### src/rtl/core/sasf_pkg.sv
// Shared types and constants of the Sobel-weighted 5x5 smoothing filter.
// No dependencies; used by every module of the block.
package sasf_pkg;

    localparam int MAX_WIDTH     = 1024;
    localparam int COL_W         = $clog2(MAX_WIDTH);
    localparam int ROW_SLOTS     = 8;
    localparam int SLOT_W        = $clog2(ROW_SLOTS);
    localparam int ADDR_W        = SLOT_W + COL_W;
    localparam int MEM_DEPTH     = ROW_SLOTS * MAX_WIDTH;
    localparam int WIDTH_W       = 11;
    localparam int HEIGHT_W      = 12;
    localparam int CENTRE_WEIGHT = 30;
    localparam int PADDR_W       = 3;

    localparam logic [PADDR_W-1:0] REG_WIDTH  = 3'h0;
    localparam logic [PADDR_W-1:0] REG_HEIGHT = 3'h4;

    localparam logic [WIDTH_W-1:0]  WIDTH_RST  = 11'd640;
    localparam logic [HEIGHT_W-1:0] HEIGHT_RST = 12'd480;

    typedef struct packed {
        logic [7:0] in_red;
        logic [7:0] in_green;
        logic [7:0] in_blue;
        logic       is_flush;
    } t_in_item;

    typedef struct packed {
        logic [7:0] out_red;
        logic [7:0] out_green;
        logic [7:0] out_blue;
        logic       frame_end;
    } t_out_item;

    // controller -> datapath
    typedef struct packed {
        logic take;
        logic start;
        logic read;
        logic square;
        logic root_init;
        logic root;
        logic weight;
        logic div;
        logic emit;
    } t_cmd;

    // datapath -> controller
    typedef struct packed {
        logic ready;
        logic read_done;
        logic root_done;
        logic div_done;
    } t_stat;

endpackage

### src/rtl/core/sasf_ctrl.sv
// Sequencer of the smoothing filter: handshakes and per-pixel phases.
// Depends on sasf_pkg (t_cmd, t_stat).
module sasf_ctrl (
    input  logic           i_clk,
    input  logic           i_rst_n,
    input  logic           i_in_valid,
    output logic           o_in_stall,
    output logic           o_out_valid,
    input  logic           i_out_stall,
    output sasf_pkg::t_cmd o_cmd,
    input  sasf_pkg::t_stat i_stat
);

    typedef enum logic [3:0] {
        S_IDLE, S_CHECK, S_READ, S_SQUARE, S_ROOT_INIT, S_ROOT, S_WEIGHT, S_DIV, S_OUT
    } t_state;

    t_state r_state;
    logic   r_in_stall;
    logic   r_out_valid;
    logic   out_free;

    assign out_free    = !r_out_valid || !i_out_stall;
    assign o_in_stall  = r_in_stall;
    assign o_out_valid = r_out_valid;

    always_comb begin
        o_cmd           = '0;
        o_cmd.take      = (r_state == S_IDLE) && i_in_valid;
        o_cmd.start     = (r_state == S_CHECK) && i_stat.ready;
        o_cmd.read      = (r_state == S_READ);
        o_cmd.square    = (r_state == S_SQUARE);
        o_cmd.root_init = (r_state == S_ROOT_INIT);
        o_cmd.root      = (r_state == S_ROOT) && !i_stat.root_done;
        o_cmd.weight    = (r_state == S_WEIGHT);
        o_cmd.div       = (r_state == S_DIV) && !i_stat.div_done;
        o_cmd.emit      = (r_state == S_OUT) && out_free;
    end

    always_ff @(posedge i_clk) begin
        if (!i_rst_n) begin
            r_state     <= S_IDLE;
            r_in_stall  <= 1'b0;
            r_out_valid <= 1'b0;
        end else begin
            if (r_out_valid && !i_out_stall) begin
                r_out_valid <= 1'b0;
            end
            case (r_state)
                S_IDLE: begin
                    if (i_in_valid) begin
                        r_state    <= S_CHECK;
                        r_in_stall <= 1'b1;
                    end
                end
                S_CHECK: begin
                    if (i_stat.ready) begin
                        r_state <= S_READ;
                    end else begin
                        r_state    <= S_IDLE;
                        r_in_stall <= 1'b0;
                    end
                end
                S_READ: begin
                    if (i_stat.read_done) begin
                        r_state <= S_SQUARE;
                    end
                end
                S_SQUARE:    r_state <= S_ROOT_INIT;
                S_ROOT_INIT: r_state <= S_ROOT;
                S_ROOT: begin
                    if (i_stat.root_done) begin
                        r_state <= S_WEIGHT;
                    end
                end
                S_WEIGHT: r_state <= S_DIV;
                S_DIV: begin
                    if (i_stat.div_done) begin
                        r_state <= S_OUT;
                    end
                end
                S_OUT: begin
                    if (out_free) begin
                        r_out_valid <= 1'b1;
                        r_state     <= S_IDLE;
                        r_in_stall  <= 1'b0;
                    end
                end
                default: begin
                    r_state    <= S_IDLE;
                    r_in_stall <= 1'b0;
                end
            endcase
        end
    end

endmodule

### config.mk
export PLATFORM = sky130hd
export DESIGN_NAME = sasf_ctrl
export DESIGN_NICKNAME = d
export VERILOG_FILES = /design/src/rtl/core/sasf_pkg.sv /design/src/rtl/core/sasf_ctrl.sv
export SDC_FILE = /design/constraint.sdc
export NUM_CORES = 1
export LEC_CHECK = 0
export BUFFER_PORTS_ARGS = -buffer_cell sky130_fd_sc_hd__buf_4
export CELL_PAD_IN_SITES_DETAIL_PLACEMENT = 1
export CELL_PAD_IN_SITES_GLOBAL_PLACEMENT = 1
export CORE_MARGIN = 10
export CORE_UTILIZATION = 30
export DETAILED_ROUTE_END_ITERATION = 12
export GPL_ROUTABILITY_DRIVEN = 0
export HOLD_SLACK_MARGIN = 0.1
export PLACE_DENSITY_LB_ADDON = 0.08
export SYNTH_ARGS = -nofsm -noshare
export SYNTH_HDL_FRONTEND = slang
export SYNTH_SLANG_ARGS = --single-unit
### constraint.sdc
create_clock -name i_clk -period 2.2 [get_ports i_clk]
set_clock_uncertainty 0.15 [all_clocks]
set_input_delay 0.22 -clock i_clk [delete_from_list [all_inputs] [get_ports i_clk]]
set_output_delay 0.22 -clock i_clk [all_outputs]
set_load 0.02 [all_outputs]
### Word level (Yosys, flattened, before mapping)

Cells that the tools add are included.

* register bits after elaboration: 6
* latch bits: 0
* memory bits (writable): 0
* bits in read-only memories: 0
* word-level logic and storage cells: 47
* memories kept: 0

* $add $sub $neg: 0
* $mul: 0
* divide/modulo/power cells: 0
* $lt $le $gt $ge: 0
* eq/ne operators: 14
* shift-type cells: 0
* multiplexer cells: 14
* bitwise operators: 1
* reduce and logical (&&, ||, !) cells: 15

Operator list (number)
* $pmux 4 s9: 1
* $mux 4: 5
* $eq 4x3->1 const B: 4
* $ne 2x2->1 const B: 5
* $eq 4x2->1 const B: 2
* $logic_and 1x1->1: 6
* $mux 1: 6
* $reduce_or 6->1: 1
* $reduce_and 5->1: 1
* $eq 4x1->1 const B: 1
* $eq 4x4->1 const B: 1
* $logic_not 1->1: 4
* $logic_not 4->1: 1
* $pmux 1 s4: 1
* $reduce_and 4->1: 1
* $mux 2: 1
* $ne 2x1->1 const B: 1
* $logic_or 1x1->1: 1
* $not 1->1: 1

### Longest topological paths before layout

Gate-level depths: netlist of the first run.

* word-level depth: 5
* depth in mapped cells: 5
* depth with buffers taken out: 4

### Least setup slack after synthesis of the first run

No wires, ideal clock.

* path type: reg2reg
* from: reg r_state[3]
* to: reg r_state[0]
* arrival: 1656 ps
* slack: 322 ps
* cell stages (with the launch flop): 6
* buffers on the path: 1
* period minus slack after synthesis: 1878 ps
* path through: dfxtp_1 buf_2 nand2b_1 nor3_1 a211o_2 mux2i_1

* cells in the longest elaborated chain, start to end: 3
* elaborated cells between the ends (all ways): 16
* classes of those cells: eq/ne (13); mux (1); reduce/logical (2)

RTL lines
* start: declaration: line sasf_ctrl.sv:18 `t_state r_state;`
* start signal: assignment: line sasf_ctrl.sv:42 `r_state <= S_IDLE;`
* start signal: assignment: line sasf_ctrl.sv:52 `r_state <= S_CHECK;`
* start signal: assignment: line sasf_ctrl.sv:58 `r_state <= S_READ;`
* $eq 4x4->1 (tied with other cells): line sasf_ctrl.sv:49 `case (r_state)`
* $ne 2x2->1 (no line) / $ne 2x1->1 (equally long branches)
* $reduce_and 5->1 (no line)

Several ways; a longest one is shown, not always the timed one.
A chain may end at the register's enable or synchronous reset.

==> results by group, run 1 <==
Finish
  – P&R area growth vs syn: 36.3%
  – Fill cell count: roughly 180
  – Register area: 120 um^2
  – Antenna cell count: 0
  – Ratio of cells with drive above 1 in the final layout: 0.329
  – Area of the multi-input gates: 273 um^2
  – Final #Nets: 83

STA
  – Final hold vios: 0
  – Unrepaired setup endpoints after global routing: no
  – Rel. slew slack: 0.642
  – Final slew viol count: 0
  – Minimum clock period: between 1.5 and 2 ns
  – Part of the cycle the worst path needs: 0.902
  – Final setup fails: 0
  – Setup TNS: 0 ns
  – Max Freq: between 0.5 and 0.6 GHz
  – Worst Max-Slew Pin Slew: 0.532 ns
  – WHS: around 0.19 ns

Pwr
  – Combinational share of power: 0.267
  – P_leak: 0.244 nW
  – Pwr dens: between 500 and 600 mW/mm^2
  – P_int: 0.000221 W
  – Clock share of power: 0.324
  – Sw frac: 0.292
  – Seq pwr share: 0.409
  – Worst vdd ir: 0.299 mV
  – Switch Pwr: 0.0000914 W

Placement
  – Number of buffers added on ports: 18
  – Detail Placement HPWL: 1010 um

Clocking
  – Root Buffer Master: clkbuf_4
  – Clk buf depth: 2
  – Total CTS buffers: 3
  – Worst skew pair latency: about 0.24 ns
  – H-Tree Depth: 1
  – TritonCTS Sinks: 6
  – CTS tree: built
  – Resize count post-CTS: 0
  – Clk slew on worst S/H paths: 0.05 ns

Floorplan
  – Die area: 0.00335 mm^2
  – Die H: 57.9 um
  – Core area: 0.00133 mm^2
  – Io pins: 19
  – Num rows: 13
  – Initial Util: 0.323
  – Die Width: 57.9 um

Routing
  – Drt first pass iters: 3
  – DRC: 0
  – DR vias/cell: 5.16
  – ANT nets after route: 0
  – Final WL: 1280 um
  – Routed WL per cell: 14.6 um
  – Vias: 454
  – Initial drt markers: 3

Job
  – Max-Cap Viols: 0

Hold path
  – Hold Path Class: in2reg

Synth
  – Ys Warns: 0
  – Cells after Synth: 56
  – Synth cell types: 25
  – Seq/Total Area, Yosys: 0.279
  – Post-Syn Area: around 430 um^2
  – Mapped Nets: 64
  – Flops & latches, synth: 6
  – Avg Cell Area, Syn: 7.69 um^2

Global route
  – First-pass GRT wire length: 2280 um
  – GRT Total Usage: 0.0838
  – Largest net degree at the start of global routing: 12
  – Total grt overflow: 0
  – Initial antenna violation count: 0
  – Vias in the first global route: 491

Setup path
  – CP Capture Type: output port
  – CP cell instances: nand2b_1, nor3_1, buf_4
  – WS Path Type: reg2out
  – Crit path DAT: roughly 1.6 ns
  – Critical Path Max Stage Delay: 0.51 ns
  – Critical Path Fanout Max: 10
  – CP max-delay cell: dfxtp_1
  – Cell family with most CP delay: simple AND/OR/NAND/NOR gates
  – CP required: between 1.5 and 2 ns
  – CP startpoint kind: register
  – CP bufs+invs: 1

Status
  – Status: completed
## Yosys cell counts
cell       number  share of area
o31ai_1         1          0.017
and2_1          1          0.015
or4bb_1         1          0.026
o21a_1          2          0.035
a21oi_1         3          0.035
nor2_1          5          0.044
buf_2           3          0.035
a21boi_0        1          0.017
or4b_1          1          0.023
o2bb2ai_4       1          0.064
nor2b_1         1          0.015
dfxtp_1         6           0.28
nor4_1          1          0.015
nor3_1          7          0.081
o311ai_0        1          0.020
nand2b_1        3          0.044
nand2_1         8          0.070
o21ai_1         2          0.023
or4b_4          1          0.032
mux2i_1         1          0.023
inv_1           2          0.017
buf_6           1          0.026
buf_1           1         0.0087
a211o_2         1          0.023
o21ai_0         1          0.012
## timing repair
| item | 4_1_cts | 5_1_grt |
|---|---|---|
| endpoints found under the hold margin | 1 | 0 |
| setup buffers | 0 | 0 |
| hold buffers | 1 | 0 |
## logic make-up after synthesis
group                  after synthesis  share of synthesized area
AO/OA/AOI/OAI                       13                      0.247
buffers and inverters                7                     0.0872
flip-flops                           6                      0.279
multiplexers                         1                     0.0233
AND/OR/NAND/NOR                     29                      0.363
## placed cells by master (no fill, tap or decap), types with 2 or more instances in the layout
master    count
buf_4        18
nand2_1       8
nor3_1        7
dfxtp_1       6
nor2_1        5
nand2b_1      3
a21oi_1       3
clkbuf_4      3
inv_1         2
o21a_1        2
o21ai_1       2
## metal layers
| metal | track usage | vias to the layer above | share of wire |
|---|---|---|---|
| li1 | - | 233 | - |
| met1 | 0.103 | 208 | 0.46 |
| met2 | 0.124 | 11 | 0.47 |
| met3 | 0.0458 | 2 | 0.067 |
| met4 | 0.0201 | 0 | 0.0062 |
| met5 | 0 | - | 0 |
## path summary, 6_finish.rpt
kind / from / to / slack [ns] / cells past startpoint
max reg2reg: r_state[3] / r_state[0] / 0.41 / 4
max: r_state[2] / o_cmd[1] / 0.22 / 3
min reg2reg: o_in_stall / o_in_stall / 0.41 / 2
min: i_in_valid / o_in_stall / 0.19 / 3
## power by group through the flow
| stage | Clock (W) | Combinational, W | Sequential (W) |
|---|---|---|---|
| 3_3_place_gp | 0 | 0.0000825 | 0.000130 |
| 4_1_cts | 0.000106 | 0.0000850 | 0.000128 |
| 5_1_grt | 0.000118 | 0.0000924 | 0.000130 |
| 6_report | 0.000101 | 0.0000835 | 0.000128 |
| 3_5_place_dp | 0 | 0.0000832 | 0.000130 |
| 2_1_floorplan | 0 | 0.0000638 | 0.000123 |
## registers in the layout, summed over array words and instances, names as in the netlist
register / flops
r_state: 4
o_in_stall: 1
o_out_valid: 1
## worst min-delay path, delay by kind of cell
kind / cells / cell delay [ns]
AND/OR/NAND/NOR: 1 / 0.14
buffers and inverters: 1 / 0.08
AO/OA/AOI/OAI: 1 / 0.12
## area by class of cell
cell class,instances,share of cell area
multi-input cells,43,0.465
repair buffers,19,0.247
flip-flops and latches,6,0.205
clock buffers,3,0.0384
well taps,15,0.0320
inverters,2,0.0128
## per-stage QoR
stage	utilization	cell area, um^2	cells	total power (W)	setup slack (ns)
floorplan	-	430	56	0.000186	0.322
global placement	0.416	554	84	0.000213	0.455
detailed placement	0.416	554	84	0.000213	0.436
CTS	0.440	587	88	0.000319	0.216
global route	0.440	587	88	0.000340	0.0768
finish	0.440	587	88	0.000312	0.217
No activity file was read; power rests on OpenSTA's default activity.
==> run 2: changes to the inputs <==
--- a/config.mk
+++ b/config.mk
@@ -10,8 +10,10 @@
 export CELL_PAD_IN_SITES_GLOBAL_PLACEMENT = 1
 export CORE_MARGIN = 10
 export CORE_UTILIZATION = 30
+export CTS_CLUSTER_SIZE = 14
 export DETAILED_ROUTE_END_ITERATION = 12
 export GPL_ROUTABILITY_DRIVEN = 0
+export GPL_TIMING_DRIVEN = 0
 export HOLD_SLACK_MARGIN = 0.1
 export PLACE_DENSITY_LB_ADDON = 0.08
 export SYNTH_ARGS = -nofsm -noshare
==> results by group, run 2 (synthesis results as in run 1) <==
Status
  – Status: completed (unchanged)

Placement
  – Detail Placement HPWL: 1040 um (was 1010 um)
  – Placed cells: 88 (was 84)
  – Number of buffers added on ports: 17 (was 18)

Floorplan
  – Die Width: 57.9 um (unchanged)
  – Num rows: 13 (unchanged)
  – Core area: 0.00133 mm^2 (unchanged)
  – Die area: 0.00335 mm^2 (unchanged)
  – Initial Util: 0.323 (unchanged)
  – Io pins: 19 (unchanged)
  – Die H: 57.9 um (unchanged)

Routing
  – Drt first pass iters: 4 (was 3)
  – Final WL: 1330 um (was 1280 um)
  – Initial drt markers: 8 (was 3)
  – ANT nets after route: 0 (unchanged)
  – DRC: 0 (unchanged)
  – Vias: 489 (was 454)
  – Routed WL per cell: 14.6 um (about the same)
  – DR vias/cell: 5.37 (was 5.16)

Finish
  – Commonest non-fill, non-tap cells in the layout: buf_4, nand2_1, nor3_1 (unchanged)
  – Non-filler cells in the finished layout: 91 (was 88)
  – Reg with most FFs: r_state (unchanged)
  – Antenna cell count: 0 (unchanged)
  – Fill cell count: 179 (was 181)
  – P&R area growth vs syn: 39.2% (was 36.3%)
  – Most common cell after layout, fill and taps aside: buf_4 (unchanged)
  – Ratio of cells with drive above 1 in the final layout: 0.355 (was 0.329)
  – Max reg flops: 4 (unchanged)
  – Final #Nets: 86 (was 83)

Setup path
  – Launch point of the worst path: r_state[3] (was r_state[2])
  – CP Capture Type: output port (unchanged)
  – Reg-to-reg critical path startpoint: r_state[1] (was r_state[3])
  – WS Path Type: reg2out (unchanged)
  – Worst reg2reg path depth: 5 (was 4)
  – CP required: 1.83 ns (about the same)
  – CP max-delay cell: nor3_1 (was dfxtp_1)
  – Crit path DAT: 1.59 ns (was 1.61 ns)
  – Setup slack, reg-to-reg: 0.45 ns (was 0.41 ns)
  – Critical Path Fanout Max: 10 (unchanged)
  – RR Endpoint: r_state[0] (unchanged)
  – CP startpoint kind: register (unchanged)
  – CP cell instances: buf_2, nand2b_1, nor3_1, buf_4 (was nand2b_1, nor3_1, buf_4)
  – Critical Path Max Stage Delay: 0.41 ns (was 0.51 ns)
  – Crit path capture: o_cmd[1] (unchanged)

Global route
  – Vias in the first global route: 498 (was 491)
  – GRT Total Usage: 0.0811 (was 0.0838)
  – First-pass GRT wire length: 2240 um (was 2280 um)
  – Total grt overflow: 0 (unchanged)
  – Largest net degree at the start of global routing: 11 (was 12)
  – Initial antenna violation count: 0 (unchanged)

STA
  – Minimum clock period: 1.96 ns (was 1.98 ns)
  – WHS: 0.193 ns (was 0.191 ns)
  – Max Freq: 0.509 GHz (was 0.504 GHz)
  – Final slew viol count: 0 (unchanged)
  – Unrepaired setup endpoints after global routing: no (unchanged)
  – Final hold vios: 0 (unchanged)
  – Final setup fails: 0 (unchanged)
  – Part of the cycle the worst path needs: 0.893 (was 0.902)
  – Rel. slew slack: 0.646 (was 0.642)
  – Worst Max-Slew Pin Slew: 0.526 ns (was 0.532 ns)
  – Setup TNS: 0 ns (unchanged)

Pwr
  – P_leak: 0.259 nW (was 0.244 nW)
  – Tot Pwr: 0.000319 W (was 0.000312 W)
  – Worst vdd ir: 0.380 mV (was 0.299 mV)
  – Pwr dens: 533 mW/mm^2 (about the same)

Clocking
  – CTS tree: built (unchanged)
  – Resize count post-CTS: 0 (unchanged)
  – Total CTS buffers: 3 (unchanged)
  – Clk buf depth: 2 (unchanged)
  – Worst skew pair latency: 0.24 ns (about the same)
  – Root Buffer Master: clkbuf_4 (unchanged)
  – TritonCTS Sinks: 6 (unchanged)
  – Clk slew on worst S/H paths: 0.04 ns (was 0.05 ns)
  – Post-CTS setup buffer count: 0 (unchanged)
  – H-Tree Depth: 1 (unchanged)
  – Cts hold-fix bufs: 0 (was 1)

Job
  – Max-Cap Viols: 0 (unchanged)

Hold path
  – Hold Path Class: in2reg (unchanged)
[run 2: changes by cell type in the layout (fill, tap and decap cells not counted), sizes merged]
cell / delta
buf: +4
dlygate4sd3: -1
[run 2: where the power goes]
group	leakage (nW)	switching [W]	total, W	internal [W]
sequential	0.0490	0.00000267	0.000118	0.000116
clock	0.0138	0.0000402	0.000102	0.0000617
combinational	0.196	0.0000514	0.0000990	0.0000476
[run 2: metal layers]
layer	track usage	share of wire
met1	0.0938	0.41
met2	0.129	0.51
met3	0.0479	0.081
met4	0.0101	0
met5	0	0
[run 2: area by class of cell]
cell class                 instances  area [um^2]  area share
clock buffer                       3         22.5      0.0376
multi-input combinational         43          273       0.455
sequential                         6          120       0.200
inverter                           2         7.51      0.0125
timing repair buffer              17          128       0.213
tap                               15         18.8      0.0313
buffer                             5         30.0      0.0501
[run 2: through the flow]
| step | cell area (um^2) | setup WS, ns | utilization |
|---|---|---|---|
| finish | 599 | 0.236 | 0.449 |
| global placement | 577 | 0.469 | 0.432 |
| detailed placement | 577 | 0.458 | 0.432 |
| global route | 599 | 0.0889 | 0.449 |
| CTS | 599 | 0.211 | 0.449 |
| floorplan | 430 | 0.322 | - |
[run 2: worst max-delay path: cells and delay by family (launching register included)]
family	cells	cell delay [ns]
DFF	1	0.30
and+or+nand+nor	2	0.64
buffers and inverters	2	0.41
[run 2: worst min path at each step]
stage | start | to | slack (ns) | cells after the start
2_1_floorplan | i_out_stall | o_out_valid | 0.32 | 2
3_3_place_gp | o_in_stall | o_in_stall | 0.39 | 2
3_5_place_dp | o_in_stall | o_in_stall | 0.41 | 2
4_1_cts | i_in_valid | o_in_stall | 0.19 | 3
5_1_grt | i_in_valid | o_in_stall | 0.20 | 3
6_report | i_in_valid | o_in_stall | 0.19 | 3
